`src/rtl/core/shs_pkg.sv`:
```
package shs_pkg;

  localparam int SLOTS  = 64;
  localparam int BINS   = 64;
  localparam int SLOT_W = 6;
  localparam int BIN_W  = 6;
  localparam int SLOT_AW = $clog2(SLOTS);
  localparam int CNT_AW  = $clog2(SLOTS * BINS);

  localparam int VAL_W   = 48;
  localparam int WID_W   = 47;
  localparam int NBIN_W  = 7;
  localparam int MODE_W  = 2;
  localparam int CNT_W   = 32;
  localparam int SUM_W   = 64;
  localparam int CFG_IW  = 3;
  localparam int CFG_DW  = 48;

  localparam int DIV_STEPS = VAL_W;
  localparam int DIV_CW    = $clog2(DIV_STEPS + 1);

  typedef enum logic [MODE_W-1:0] {
    MODE_DIST = 2'd0,
    MODE_AVG  = 2'd1,
    MODE_MAX  = 2'd2,
    MODE_MIN  = 2'd3
  } mode_e;

  typedef enum logic {
    CMD_ADD  = 1'b0,
    CMD_READ = 1'b1
  } cmd_e;

  typedef enum logic [CFG_IW-1:0] {
    REG_RESULT_MODE = 3'd0,
    REG_RANGE_MIN   = 3'd1,
    REG_RANGE_MAX   = 3'd2,
    REG_BIN_WIDTH   = 3'd3,
    REG_BINS_IN_USE = 3'd4
  } cfg_reg_e;

  typedef struct packed {
    mode_e                    mode;
    logic signed [VAL_W-1:0]  range_min;
    logic signed [VAL_W-1:0]  range_max;
    logic [WID_W-1:0]         bin_width;
    logic [BIN_W-1:0]         last_bin;
  } cfg_t;

  localparam logic [VAL_W-1:0]  RST_RANGE_MIN = 48'd0;
  localparam logic [VAL_W-1:0]  RST_RANGE_MAX = 48'd65536;
  localparam logic [WID_W-1:0]  RST_BIN_WIDTH = 47'd6554;
  localparam logic [NBIN_W-1:0] RST_BINS      = 7'd10;

  function automatic logic [BIN_W-1:0] last_bin_f(logic [NBIN_W-1:0] n);
    logic [BIN_W-1:0] r;
    if (n == '0) begin
      r = '0;
    end else if (n > NBIN_W'(BINS)) begin
      r = BIN_W'(BINS - 1);
    end else begin
      r = BIN_W'(n - NBIN_W'(1));
    end
    return r;
  endfunction

endpackage

```
`src/rtl/core/shs_div.sv`:
```
module shs_div (
  input  logic                      clk_i,
  input  logic                      rst_ni,
  input  logic                      start_i,
  input  logic [shs_pkg::VAL_W-1:0] dividend_i,
  input  logic [shs_pkg::WID_W-1:0] divisor_i,
  output logic                      done_o,
  output logic [shs_pkg::VAL_W-1:0] quotient_o
);
  import shs_pkg::*;

  logic              busy_q;
  logic              done_q;
  logic [DIV_CW-1:0] cnt_q;
  logic [VAL_W-1:0]  dvd_q;
  logic [WID_W-1:0]  dsr_q;
  logic [WID_W-1:0]  rem_q;
  logic [VAL_W-1:0]  trial;
  logic [VAL_W-1:0]  diff;
  logic              ge;

  assign trial = {rem_q, dvd_q[VAL_W-1]};
  assign ge    = trial >= {1'b0, dsr_q};
  assign diff  = trial - {1'b0, dsr_q};

  always_ff @(posedge clk_i or negedge rst_ni) begin
    if (!rst_ni) begin
      busy_q <= 1'b0;
      done_q <= 1'b0;
      cnt_q  <= '0;
      dvd_q  <= '0;
      dsr_q  <= '0;
      rem_q  <= '0;
    end else begin
      done_q <= 1'b0;
      if (start_i) begin
        busy_q <= 1'b1;
        cnt_q  <= DIV_CW'(DIV_STEPS);
        dvd_q  <= dividend_i;
        dsr_q  <= divisor_i;
        rem_q  <= '0;
      end else if (busy_q) begin
        rem_q <= ge ? diff[WID_W-1:0] : trial[WID_W-1:0];
        dvd_q <= {dvd_q[VAL_W-2:0], ge};
        cnt_q <= cnt_q - DIV_CW'(1);
        if (cnt_q == DIV_CW'(1)) begin
          busy_q <= 1'b0;
          done_q <= 1'b1;
        end
      end
    end
  end

  assign done_o     = done_q;
  assign quotient_o = dvd_q;

  a_no_restart: assert property (@(posedge clk_i) disable iff (!rst_ni)
    start_i |-> !busy_q) else $error("divider started while busy");
  a_rem_bound: assert property (@(posedge clk_i) disable iff (!rst_ni)
    done_q |-> rem_q < dsr_q) else $error("divider remainder not below divisor");

endmodule

```
`config.mk`:
```
export PLATFORM = sky130hd
export DESIGN_NAME = shs_div
export DESIGN_NICKNAME = d
export VERILOG_FILES = /design/src/rtl/core/shs_pkg.sv /design/src/rtl/core/shs_div.sv
export SDC_FILE = /design/constraint.sdc
export NUM_CORES = 1
export LEC_CHECK = 0
export CAP_MARGIN = 20
export CORE_MARGIN = 1.5
export CORE_UTILIZATION = 35
export DETAILED_ROUTE_END_ITERATION = 10
export DONT_BUFFER_PORTS = 1
export RECOVER_POWER = 25
export SYNTH_ARGS = -nofsm -noshare
export SYNTH_HDL_FRONTEND = slang
export SYNTH_SLANG_ARGS = --single-unit
```
`constraint.sdc`:
```
create_clock -name clk_i -period 3.9 [get_ports clk_i]
set_input_delay 0.195 -clock clk_i [delete_from_list [all_inputs] [get_ports clk_i]]
set_output_delay 0.195 -clock clk_i [all_outputs]
set_load 0.01 [all_outputs]
```
==> summary.txt <==
Die
  – Top Ports: 147
  – Die X: 168 um
  – # rows: 60
  – Die area: 28100 um^2
  – Starting Density: 35.4%
  – Die H: 168 um
  – Core Region: 26800 um^2

STA
  – Pin slew with the least headroom to its limit: 2.19 ns
  – Rel. slew slack: -46.2%
  – Crit path time final: 3.59 ns
  – Final Hold Viols: 0
  – Unrepaired setup endpoints after global routing: false
  – Post-route clock period utilization: 92.2%
  – Final Skew: 0.00881 ns
  – Setup TNS: 0 ns
  – Final setup fails: 0
  – Max Slew Vio Count: 383
  – Fmax: 278 MHz

Route
  – DRT antenna net count: 0
  – Residual DRC: 0
  – Iteration-0 DRC Markers: 446
  – Final WL: 23.8 mm
  – Drt pass-1 iters: 5
  – Vias per cell: 5.34
  – Via count: 8056
  – DR WL/cell: 15.8 um

Global route
  – Vias in the first global route: 7933
  – Total Routing Usage GR: 17.3%
  – Remaining Overflow, GRT: 0
  – Initial antenna violation count: 0
  – Largest net degree at the start of global routing: 232
  – Global-route wire length before repair: 39.9 mm

Clock network
  – CTS tree: done
  – CTS H-Tree Depth: 4
  – CTS clock-pin slew for the worst setup and hold paths: 0.06 ns
  – # clock sinks: 150
  – CTS resizes: 0
  – Clk_lat worst skew: 0.43 ns
  – Clock buffer count from CTS: 17
  – CTS root buf: clkbuf_16
  – Max Root-Sink Buffers: 2

Yosys
  – Seq cells post-synth: 150
  – Net count after synthesis: 1246
  – Mapped Area: 9490 um^2
  – Post-synth top flop: dfrtp_1
  – Yosys top cell area share: 39.5%
  – Largest area contributor in the netlist: dfrtp_1
  – Area contributors post-synth: dfrtp_1 40%, mux2i_1 6.7%, o21ai_0 6.7%
  – Mean Syn Cell Area: 8.64 um^2
  – Post-synth ARST share: 100%
  – Post-Syn Instances: 1098
  – Number of enable flip-flop cells after synthesis: 0
  – Cell variety after synth: 64
  – Post-synthesis sequential area ratio: 39.5%
  – Synth warn: 0

Critical path
  – Slowest stage cell, crit path: dfrtp_1
  – R2R cell count: 14
  – Crit-path cells: inv_1 > ha_1 > inv_1 > fa_1 > a211oi_1 > nor2_1 > o2111ai_1 > a21o_1 > a211oi_2 > nor3_4 > buf_4 > mux2_2 > mux2i_1 > a211oi_1
  – Worst setup EP type: flop
  – CP Class: flop to flop
  – Startpoint types: flop
  – CP max FO: 10
  – Worst path required time: 4.10 ns
  – Max incr delay on CP: 0.46 ns
  – Arr. time, crit path: 3.79 ns

Pwr
  – PD cells: 607 nW/um^2
  – Pwr Total: 6.88 mW
  – Leakage: 5.55 nW
  – Peak supply drop: 337 uV

Final layout
  – Antenna Cells: 0
  – Final net count: 1304
  – Share of layout cells above drive strength 1: 5.82%
  – Fillers: 2604
  – Synth-to-Final Area Change: 19.4%

Placement
  – Port bufs: 0
  – Gpl congestion: 0.862
  – DP HPWL: 16.0 mm

Min path
  – Hold depth: 3
  – Min-Delay Path Class: input port to flop

Status
  – Violated checks: capacitance limit, slew limit
  – Status: complete, but fails checks

Job
  – Total of max-cap violations: 2
## cells in the mapped netlist, drive strengths merged, types with 3 or more instances
| cell type | count |
|---|---|
| and3 | 16 |
| nor2b | 3 |
| o21ai | 130 |
| a21oi | 75 |
| or2 | 3 |
| inv | 65 |
| o22ai | 3 |
| nor2 | 87 |
| nand2b | 4 |
| ha | 49 |
| o211ai | 12 |
| a41oi | 4 |
| a31o | 5 |
| a311oi | 5 |
| a21o | 16 |
| mux2i | 64 |
| xnor2 | 21 |
| mux2 | 9 |
| a211oi | 38 |
| o211a | 7 |
| buf | 19 |
| dfrtp | 150 |
| xor2 | 19 |
| nand2 | 146 |
| nand4 | 13 |
| clkbuf | 51 |
| and2 | 4 |
| nand3 | 14 |
| o21bai | 10 |
| nor4 | 3 |
| o21a | 5 |
| a31oi | 4 |
| nor3 | 14 |
## cell type report
cell class                      count  area (um^2)  area share, %
Inverter                           65          244           2.15
Sequential cell                   150         3760           33.2
Tap cell                          341          427           3.77
Clock buffer                       18          439           3.88
Multi-Input combinational cell    813         5190           45.8
Clock inverter                     13          193           1.70
Timing Repair Buffer              109         1080           9.56
## sequential cells by signal (all words and copies together) (netlist names)
name        flops
busy_q          1
quotient_o     48
cnt_q           6
done_o          1
rem_q          47
dsr_q          47
## critical path, delay by kind of cell, from the launching register on
family                     cells  cell delay, ns
AOI/OAI and AO/OA              5            0.91
adders and majority gates      2            0.58
and+or+nand+nor                2            0.50
muxes                          2            0.50
DFF                            1            0.46
buffers and inverters          3            0.40
## metal layers
metal	part of all wire, %	GRT usage [%]	up-vias
met5	0	0	-
met4	1.5	5.56	0
met3	5.4	3.76	23
met2	44	27.3	207
met1	49	23.7	3841
li1	-	-	3985
## logic make-up (layout without fill, tap and decap cells)
| kind of cell | Yosys count | after routing | synth area share (%) |
|---|---|---|---|
| simple gates | 318 | 318 | 15.0 |
| flops | 150 | 150 | 39.5 |
| xor+xnor | 40 | 40 | 3.69 |
| fa+ha+maj | 50 | 50 | 6.67 |
| compound gates | 332 | 332 | 21.5 |
| mux | 73 | 73 | 7.82 |
| buf+inv | 135 | 205 | 5.81 |
## repair_timing
item,4_1_cts,5_1_grt
buffers inserted,0,0
hold buffers,98,0
hold endpoints to repair,287,0
## stage by stage
stage / hold slack [ns] / area, um^2 / utilization (%) / worst slack (ns) / std cells
after global routing: 0.0703 / 11300 / 42.3 / 0.0896 / 1509
final: 0.0505 / 11300 / 42.3 / 0.306 / 1509
after detailed placement: -0.0967 / 9720 / 36.3 / 0.416 / 1380
after floorplan: -0.101 / 9490 / - / 1.01 / 1098
after global placement: -0.0967 / 9720 / 36.3 / 0.505 / 1380
after CTS: 0.0423 / 11400 / 42.4 / 0.378 / 1509
## power breakdown
group / switching (mW) / total (mW) / internal (mW)
Clock: 0.706 / 1.80 / 1.10
Combinational: 1.69 / 3.04 / 1.35
Sequential: 0.228 / 2.04 / 1.81
## cell usage in the layout (no fill, tap or decap), drive strengths merged, types with 19 or more instances in the layout
| cell | synthesis | final |
|---|---|---|
| a211oi | 38 | 38 |
| ha | 49 | 49 |
| a21oi | 75 | 75 |
| xor2 | 19 | 19 |
| mux2i | 64 | 64 |
| dlygate4sd3 | 0 | 96 |
| clkbuf | 51 | 20 |
| xnor2 | 21 | 21 |
| inv | 65 | 70 |
| dfrtp | 150 | 150 |
| nand2 | 146 | 146 |
| nor2 | 87 | 87 |
| o21ai | 130 | 130 |
## worst paths after layout
check                               startpoint             end  slack, ns
max in group asynchronous               rst_ni          busy_q       1.51
worst min-delay path                   start_i       rem_q[39]       0.05
worst min register to register       dsr_q[11]       dsr_q[11]       0.53
worst max-delay path            quotient_o[47]       rem_q[41]       0.31
worst max register to register  quotient_o[47]       rem_q[41]       0.31
min in group asynchronous               rst_ni  quotient_o[31]       0.87
Note: power is estimated with default switching activity, not from simulation.
