### src/rtl/core/shs_pkg.sv
package shs_pkg;

  localparam int SLOTS  = 64;
  localparam int BINS   = 64;
  localparam int SLOT_W = 6;
  localparam int BIN_W  = 6;
  localparam int SLOT_AW = $clog2(SLOTS);
  localparam int CNT_AW  = $clog2(SLOTS * BINS);

  localparam int VAL_W   = 48;
  localparam int WID_W   = 47;
  localparam int NBIN_W  = 7;
  localparam int MODE_W  = 2;
  localparam int CNT_W   = 32;
  localparam int SUM_W   = 64;
  localparam int CFG_IW  = 3;
  localparam int CFG_DW  = 48;

  localparam int DIV_STEPS = VAL_W;
  localparam int DIV_CW    = $clog2(DIV_STEPS + 1);

  typedef enum logic [MODE_W-1:0] {
    MODE_DIST = 2'd0,
    MODE_AVG  = 2'd1,
    MODE_MAX  = 2'd2,
    MODE_MIN  = 2'd3
  } mode_e;

  typedef enum logic {
    CMD_ADD  = 1'b0,
    CMD_READ = 1'b1
  } cmd_e;

  typedef enum logic [CFG_IW-1:0] {
    REG_RESULT_MODE = 3'd0,
    REG_RANGE_MIN   = 3'd1,
    REG_RANGE_MAX   = 3'd2,
    REG_BIN_WIDTH   = 3'd3,
    REG_BINS_IN_USE = 3'd4
  } cfg_reg_e;

  typedef struct packed {
    mode_e                    mode;
    logic signed [VAL_W-1:0]  range_min;
    logic signed [VAL_W-1:0]  range_max;
    logic [WID_W-1:0]         bin_width;
    logic [BIN_W-1:0]         last_bin;
  } cfg_t;

  localparam logic [VAL_W-1:0]  RST_RANGE_MIN = 48'd0;
  localparam logic [VAL_W-1:0]  RST_RANGE_MAX = 48'd65536;
  localparam logic [WID_W-1:0]  RST_BIN_WIDTH = 47'd6554;
  localparam logic [NBIN_W-1:0] RST_BINS      = 7'd10;

  function automatic logic [BIN_W-1:0] last_bin_f(logic [NBIN_W-1:0] n);
    logic [BIN_W-1:0] r;
    if (n == '0) begin
      r = '0;
    end else if (n > NBIN_W'(BINS)) begin
      r = BIN_W'(BINS - 1);
    end else begin
      r = BIN_W'(n - NBIN_W'(1));
    end
    return r;
  endfunction

endpackage

### src/rtl/core/shs_if.sv


interface shs_cfg_if;
  import shs_pkg::*;
  logic              valid;
  logic              ready;
  logic [CFG_IW-1:0] index;
  logic [CFG_DW-1:0] data;

  modport source (output valid, index, data, input ready);
  modport sink (input valid, index, data, output ready);
endinterface

### src/rtl/core/shs_cfg_regs.sv
module shs_cfg_regs (
  input  logic            clk_i,
  input  logic            rst_ni,
  shs_cfg_if.sink         cfg_i,
  output shs_pkg::cfg_t   cfg_o
);
  import shs_pkg::*;

  cfg_t cfg_q;

  assign cfg_i.ready = 1'b1;
  assign cfg_o       = cfg_q;

  always_ff @(posedge clk_i or negedge rst_ni) begin
    if (!rst_ni) begin
      cfg_q.mode      <= MODE_DIST;
      cfg_q.range_min <= RST_RANGE_MIN;
      cfg_q.range_max <= RST_RANGE_MAX;
      cfg_q.bin_width <= RST_BIN_WIDTH;
      cfg_q.last_bin  <= last_bin_f(RST_BINS);
    end else if (cfg_i.valid) begin
      unique case (cfg_i.index)
        REG_RESULT_MODE: cfg_q.mode      <= mode_e'(cfg_i.data[MODE_W-1:0]);
        REG_RANGE_MIN:   cfg_q.range_min <= cfg_i.data[VAL_W-1:0];
        REG_RANGE_MAX:   cfg_q.range_max <= cfg_i.data[VAL_W-1:0];
        REG_BIN_WIDTH:   cfg_q.bin_width <= cfg_i.data[WID_W-1:0];
        REG_BINS_IN_USE: cfg_q.last_bin  <= last_bin_f(cfg_i.data[NBIN_W-1:0]);
        default: begin
        end
      endcase
    end
  end

endmodule

### src/flat_wrapper.sv
// flat-port wrapper written by rule: the top's interface ports become plain ports
module shs_cfg_regs_flat import shs_pkg::*;
  (clk_i, rst_ni, cfg_o, cfg_i_valid, cfg_i_index, cfg_i_data, cfg_i_ready);
  shs_cfg_if cfg_i_i ();
  input  logic clk_i;
  input  logic rst_ni;
  output shs_pkg::cfg_t cfg_o;
  input wire logic [$bits(cfg_i_i.valid)-1:0] cfg_i_valid;
  input wire logic [$bits(cfg_i_i.index)-1:0] cfg_i_index;
  input wire logic [$bits(cfg_i_i.data)-1:0] cfg_i_data;
  output wire logic [$bits(cfg_i_i.ready)-1:0] cfg_i_ready;
  assign cfg_i_i.valid = cfg_i_valid;
  assign cfg_i_i.index = cfg_i_index;
  assign cfg_i_i.data = cfg_i_data;
  assign cfg_i_ready = cfg_i_i.ready;
  shs_cfg_regs u_core (.clk_i(clk_i), .rst_ni(rst_ni), .cfg_i(cfg_i_i), .cfg_o(cfg_o));
endmodule
### config.mk
export PLATFORM = sky130hd
export DESIGN_NAME = shs_cfg_regs_flat
export DESIGN_NICKNAME = d
export VERILOG_FILES = /design/src/rtl/core/shs_pkg.sv /design/src/rtl/core/shs_if.sv /design/src/rtl/core/shs_cfg_regs.sv /design/src/flat_wrapper.sv
export SDC_FILE = /design/constraint.sdc
export NUM_CORES = 1
export LEC_CHECK = 0
export ABC_AREA = 1
export BUFFER_PORTS_ARGS = -buffer_cell sky130_fd_sc_hd__buf_2
export CORE_ASPECT_RATIO = 0.5
export CORE_MARGIN = 2
export CORE_UTILIZATION = 44
export DETAILED_ROUTE_END_ITERATION = 10
export PLACE_DENSITY = 0.75
export SLEW_MARGIN = 20
export SYNTH_ARGS = -nofsm -noshare
export SYNTH_HDL_FRONTEND = slang
export SYNTH_SLANG_ARGS = --single-unit
### constraint.sdc
create_clock -name clk_i -period 0.8 [get_ports clk_i]
set_input_delay 0.04 -clock clk_i [delete_from_list [all_inputs] [get_ports clk_i]]
set_output_delay 0.04 -clock clk_i [all_outputs]
set_load 0.05 [all_outputs]
==> results of run 1 <==
-- logic make-up (layout without fill, tap and decap cells) --
kind of cell,Yosys count,after routing,share of synthesized area [%]
adders and majority gates,2,2,0.439
AOI/OAI and AO/OA,145,145,12.7
and+or+nand+nor,194,194,13.5
DFF,151,151,66.6
other,1,1,0.0658
xor gates and xnor gates,1,1,0.154
buffers and inverters,81,381,6.50
-- Yosys cell counts --
master and count:
buf_2 8, buf_4 7, buf_6 4, clkbuf_1 12
clkinv_1 1, conb_1 1, dfrtp_1 141, dfstp_2 10
ha_1 2, inv_1 47, inv_2 2, nand2_1 173
nand2_2 1, nand3_1 7, nand3_2 3, nand4_1 1
nor2_1 7, nor2_2 1, nor2_4 1, o21ai_0 22
o21ai_1 123, xnor2_1 1
-- power by group --
part	leakage (nW)	total (mW)	internal (mW)	switching, mW
registers	1.70	10.7	9.41	1.25
clock network	0.264	7.91	4.67	3.24
logic	2.63	11.7	4.22	7.45
-- repair_timing --
| item | CTS | global route |
|---|---|---|
| hold buffers | 44 | 0 |
| endpoints found under the hold margin | 277 | 0 |
| resized for setup | 313 | 33 |
| buffers inserted | 3 | 19 |
| setup endpoints to repair | 151 | 161 |
| pin swaps | 0 | 3 |
-- metrics by stage --
stage                     cell area (um2)  hold slack, ns  power, mW  util, %  TNS, ns
after floorplan                      5930          -0.256       16.8        -    -1.01
after global placement               7280         -0.0953       19.0     57.5   -27.40
after detailed placement             7280         -0.0920       19.2     57.5   -31.84
after CTS                            9300          0.0338       29.5     73.5   -34.16
after global routing                 9540          0.0466       31.3     75.4   -38.10
final                                9540          0.0337       30.2     75.4   -34.16
-- layer usage --
layer	wire length, um	track usage (%)	up-vias
met3	942	5.73	66
met4	909	12.1	0
met2	9720	46.3	231
met5	0	0	-
li1	-	-	2419
met1	6960	29.5	2598
-- worst min-delay path by stage --
stage               cells after the start            from  slack, ns           endpoint
floorplan                               0          rst_ni      -0.26  u_core.cfg_o[100]
global placement                        1          rst_ni       -0.1    u_core.cfg_o[2]
detailed placement                      1          rst_ni      -0.09    u_core.cfg_o[2]
CTS                                     3  cfg_i_index[1]       0.03   u_core.cfg_o[91]
global route                            4   cfg_i_data[0]       0.05  u_core.cfg_o[149]
finish                                  4   cfg_i_data[0]       0.03  u_core.cfg_o[149]
-- cell type report --
type	instances	area [um2]
clock buffer	20	447
clock inverter	12	129
multi-input combinational	343	1600
fill	787	3120
sequential	151	3970
tap	170	213
inverter	50	198
timing repair buffer	299	2990
-- worst register-to-register path, cell delays in order (launching register included) --
cell and delay [ns]:
dfstp_2 0.56, buf_4 0.12, buf_6 0.08, nand2_1 0.05
o21ai_1 0.09
==> key figures, run 1 <==
Clock tree
  • CTS Buffer Depth: 2
  • Clock Sinks: approximately 150
  • CTS buffer count: 17
  • CTS root buf: clkbuf_16
  • Clock transition at the registers of the reported paths: 0.07 ns
  • Worst-Skew Late Latency: 0.41 ns
  • H-tree depth: 4
  • CTS tree: done

Worst setup path
  • Startpoint Class: register
  • Reg2reg path depth: 4
  • Worst-path cell chain: buf_8
  • Worst Setup EP: cfg_o[18]
  • R2r setup slk: -0.17 ns
  • Crit path arrival time: ~1.1 ns
  • WP data required: 0.76 ns
  • Crit-path leading delay family: flip-flops
  • FF-to-FF Start: u_core.cfg_o[18]
  • Worst flop-to-flop path endpoint: u_core.cfg_o[18]
  • Crit path capture type: output pin
  • Critical path class: register to output pin
  • Crit-path max cell delay: roughly 0.56 ns
  • Buffer and inverter count on the worst path: 1
  • CP max stage cell: dfstp_2
  • Setup crit start: u_core.cfg_o[18]
  • Number of cells on the critical path: 1
  • CP Max Fanout: 2

Status
  • Failing checks: negative setup slack
  • Status: complete, but fails checks

Route
  • Detailed-route via count: between 5000 and 6000
  • Post-Route WL: 18.5 mm
  • ANT nets after route: 0
  • Drt first pass iters: 6
  • DR DRC count: 0
  • WL/cell: around 18 um
  • Starting DRT DRC Count: between 300 and 400
  • Drt via density: just over 5

Yosys
  • Yosys warns: 0
  • Seq cells post-synth: 151
  • Syn avg cell area: 9.91 um2
  • Post-synthesis cell area: 0.00570 mm2
  • Synth area leader: dfrtp_1
  • Syn nets: around 630
  • Syn Inst Count: 575
  • Post-synth top area share: 62.0%
  • Largest cells by area after synthesis: dfrtp_1 (62%), nand2_1 (11%), o21ai_1 (11%)
  • Yosys cell types: 22
  • Post-synthesis sequential area ratio: 66.6%

Final layout
  • Most frequent cells in the layout: nand2_1 (162), buf_6 (141), dfrtp_2 (140)
  • ANT cells: 0
  • Most common cell after layout, fill and taps aside: nand2_1
  • Post-Layout Cell Count: 1045
  • Layout cells sized above 1: 52.7%
  • Area grow syn2layout: 67.6%
  • Final nets: 918
  • Number of flip-flops in the largest register: 151

Die
  • Die area: roughly 0.014 mm2
  • Die width: 165 um
  • Core area: 0.0127 mm2
  • Chip Height: around 84 um
  • I/O pin count: slightly above 200
  • Rows: 29
  • Initial Util: 45.0%

STA
  • Final Hold Violating Endpoints: 0
  • Finish-stage setup viols: ~160
  • Clock skew: 0 ns
  • Max Clock Freq: 858 MHz
  • Worst setup margin: -0.365 ns
  • RSZ-0062 raised after global routing: yes
  • Max Slew Vio Count: 0
  • Min Tclk post-route: about 1.2 ns
  • Final Cycle Share: 146%

Placement
  • Placed Cells: 947
  • Dpl ws: -0.303 ns
  • Detailed Place HPWL: ~10 mm
  • Placer Congestion: roughly 0.84
  • Port buffer count: ~200

Flow run
  • MaxCap Viol Count: 0

Power and ir drop
  • Leakage: approximately 4.6 nW
  • P per Cell Area: 3170 mW/mm2
  • Worst vdd ir: 1930 uV

Global route
  • Gr ovfl total: 0
  • GRT Util Overall: 25.8%
  • Global-route wire length before repair: 27.7 mm
  • Largest net degree at the start of global routing: 63
  • Antenna violations before repair: 0
  • Vias in the first global route: between 5000 and 6000

Hold path
  • HP Class: primary input to register
Note: power is estimated with default switching activity, not from simulation.
==> inputs of run 2 (changes only) <==
--- a/config.mk
+++ b/config.mk
@@ -9,9 +9,9 @@
 export BUFFER_PORTS_ARGS = -buffer_cell sky130_fd_sc_hd__buf_2
 export CORE_ASPECT_RATIO = 0.5
 export CORE_MARGIN = 2
-export CORE_UTILIZATION = 44
+export CORE_UTILIZATION = 49
 export DETAILED_ROUTE_END_ITERATION = 10
-export PLACE_DENSITY = 0.75
+export PLACE_DENSITY = 0.79
 export SLEW_MARGIN = 20
 export SYNTH_ARGS = -nofsm -noshare
 export SYNTH_HDL_FRONTEND = slang
==> constraint.sdc (replaced) <==
create_clock -name clk_i -period 1.5 [get_ports clk_i]
set_input_delay 0.075 -clock clk_i [delete_from_list [all_inputs] [get_ports clk_i]]
set_output_delay 0.075 -clock clk_i [all_outputs]
set_load 0.05 [all_outputs]
==> run 2 against run 1 <==
  * The run now ends clean
  * Wire length fell by 19%
  * Combinational power fell by 59%
  * Sequential power fell by 50%
  * Cell area fell by 16%
  * Via count fell by 8.5%
  * Utilization fell by 3.6 points
  * Total power fell by 52%
  * Cell count fell by 5.9%
  * Flip-flop and latch count did not move
  * Worst hold slack got worse by 0.017 ns
  * Die area fell by 9.8%
  * Sequential share of layout area rose by 5.8 points
  * Critical endpoint is now cfg_o[14]
  * Largest cell class unchanged
  * Largest power group is now sequential cells
==> key figures, run 2 (synthesis results as in run 1) <==
Status
  • Status: completed

Route
  • Post-Route WL: 14.9 mm
  • Drt first pass iters: 5
  • ANT nets after route: 0
  • Drt via density: just under 5
  • DR DRC count: 0
  • Detailed-route via count: 4864
  • Starting DRT DRC Count: 239
  • WL/cell: 15.2 um

Worst setup path
  • WP data required: between 1 and 1.5 ns
  • Reg2reg path depth: 2
  • Number of cells on the critical path: 1
  • Buffer and inverter count on the worst path: 1
  • Startpoint Class: register
  • Worst-path cell chain: buf_2
  • Crit-path max cell delay: 0.53 ns
  • Crit path arrival time: between 1 and 1.5 ns
  • CP max stage cell: dfstp_2
  • Critical path class: register to output pin
  • CP Max Fanout: 2
  • Crit-path leading delay family: flip-flops
  • Crit path capture type: output pin

STA
  • Max Slew Vio Count: 0
  • Final Cycle Share: 85.2%
  • Finish-stage setup viols: 0
  • RSZ-0062 raised after global routing: no
  • TNS Setup: 0 ns
  • Clock skew: 0 ns
  • Final Hold Violating Endpoints: 0
  • Max Clock Freq: around 780 MHz
  • Min Tclk post-route: 1.28 ns

Final layout
  • Most common cell after layout, fill and taps aside: buf_2
  • Layout cells sized above 1: approximately a third
  • Number of flip-flops in the largest register: 151
  • Most frequent cells in the layout: buf_2 (203), nand2_1 (173), dfrtp_1 (141)
  • Fin area: roughly 0.008 mm2
  • Area grow syn2layout: 40.4%
  • Final nets: 881
  • ANT cells: 0

Die
  • Initial Util: 51.1%
  • Rows: 27
  • Die area: 0.0126 mm2
  • I/O pin count: 206
  • Chip Height: 80.2 um
  • Die width: 156 um
  • Core area: 0.0111 mm2

Clock tree
  • # Post-CTS Setup Buffers: 0
  • CTS root buf: clkbuf_16
  • CTS buffer count: 17
  • CTS Buffer Depth: 2
  • Worst-Skew Late Latency: 0.40 ns
  • CTS tree: done
  • Clock Sinks: ~150
  • Hold Buf Count CTS: 45
  • Post-CTS sizing: 0
  • Clock transition at the registers of the reported paths: ~0.060 ns
  • H-tree depth: 4

Global route
  • GRT met2 Usage: 43.5%
  • Largest net degree at the start of global routing: 95
  • Met3 global-route usage: 4.75%
  • GRT Util Overall: 24.8%
  • Vias in the first global route: 4829
  • Antenna violations before repair: 0
  • Global-route wire length before repair: 23.9 mm
  • Met1 usage: 30.3%
  • Busiest layer in global routing: met2
  • Gr ovfl total: 0

Hold path
  • WHS Path Cells: 3
  • HP Class: primary input to register

Power and ir drop
  • P per Cell Area: 1830 mW/mm2
  • Leakage: 4.33 nW
  • Worst vdd ir: 932 uV

Placement
  • Port buffer count: about 200
  • DP Area: slightly below 0.007 mm2
  • Detailed Place HPWL: 9.39 mm
  • Placer Congestion: 0.832

Flow run
  • MaxCap Viol Count: 0
[run 2: report_power, final]
group | total [mW] | internal, mW | leakage, nW | switching [mW]
clock | 4.52 | 2.89 | 0.308 | 1.64
combinational | 4.83 | 1.05 | 2.15 | 3.78
sequential | 5.31 | 4.88 | 1.88 | 0.431
[run 2: layout make-up]
type / instances / area [um2]
Timing Repair Buffer: 262 / 1650
Fill cell: 827 / 3150
Inverter: 50 / 188
Clock inverter: 11 / 173
Tap cell: 145 / 181
Sequential cell: 151 / 3790
Multi-Input combinational cell: 343 / 1550
Clock buffer: 21 / 460
[run 2: metal layers]
layer  share of wire [%]  vias up  wire, um
li1                    -     2340         -
met1                  42     2334      6290
met2                  51      150      7590
met3                 4.1       40       605
met4                 3.0        0       454
met5                   0        -         0
[run 2: worst paths after layout]
path / slack, ns / to / from
worst max-delay path: 0.22 / cfg_o[14] / u_core.cfg_o[14]
worst min-delay path: 0.02 / u_core.cfg_o[8] / cfg_i_data[2]
worst max register to register: 0.69 / u_core.cfg_o[148] / u_core.cfg_o[148]
worst min register to register: 0.46 / u_core.cfg_o[3] / u_core.cfg_o[3]
max in group asynchronous: 0.72 / u_core.cfg_o[9] / rst_ni
min in group asynchronous: 0.15 / u_core.cfg_o[1] / rst_ni
[run 2: through the flow]
stage                     setup slack (ns)  utilization, %  hold slack [ns]  power, mW  instances
after floorplan                      0.558               -           -0.221       8.81        575
after global placement               0.354            62.0          -0.0101       9.98        906
after detailed placement             0.339            62.0         -0.00998       10.1        906
after CTS                            0.202            71.7          0.00457       14.7        983
after global routing                 0.180            71.7           0.0286       15.3        983
final                                0.222            71.7           0.0166       14.7        983
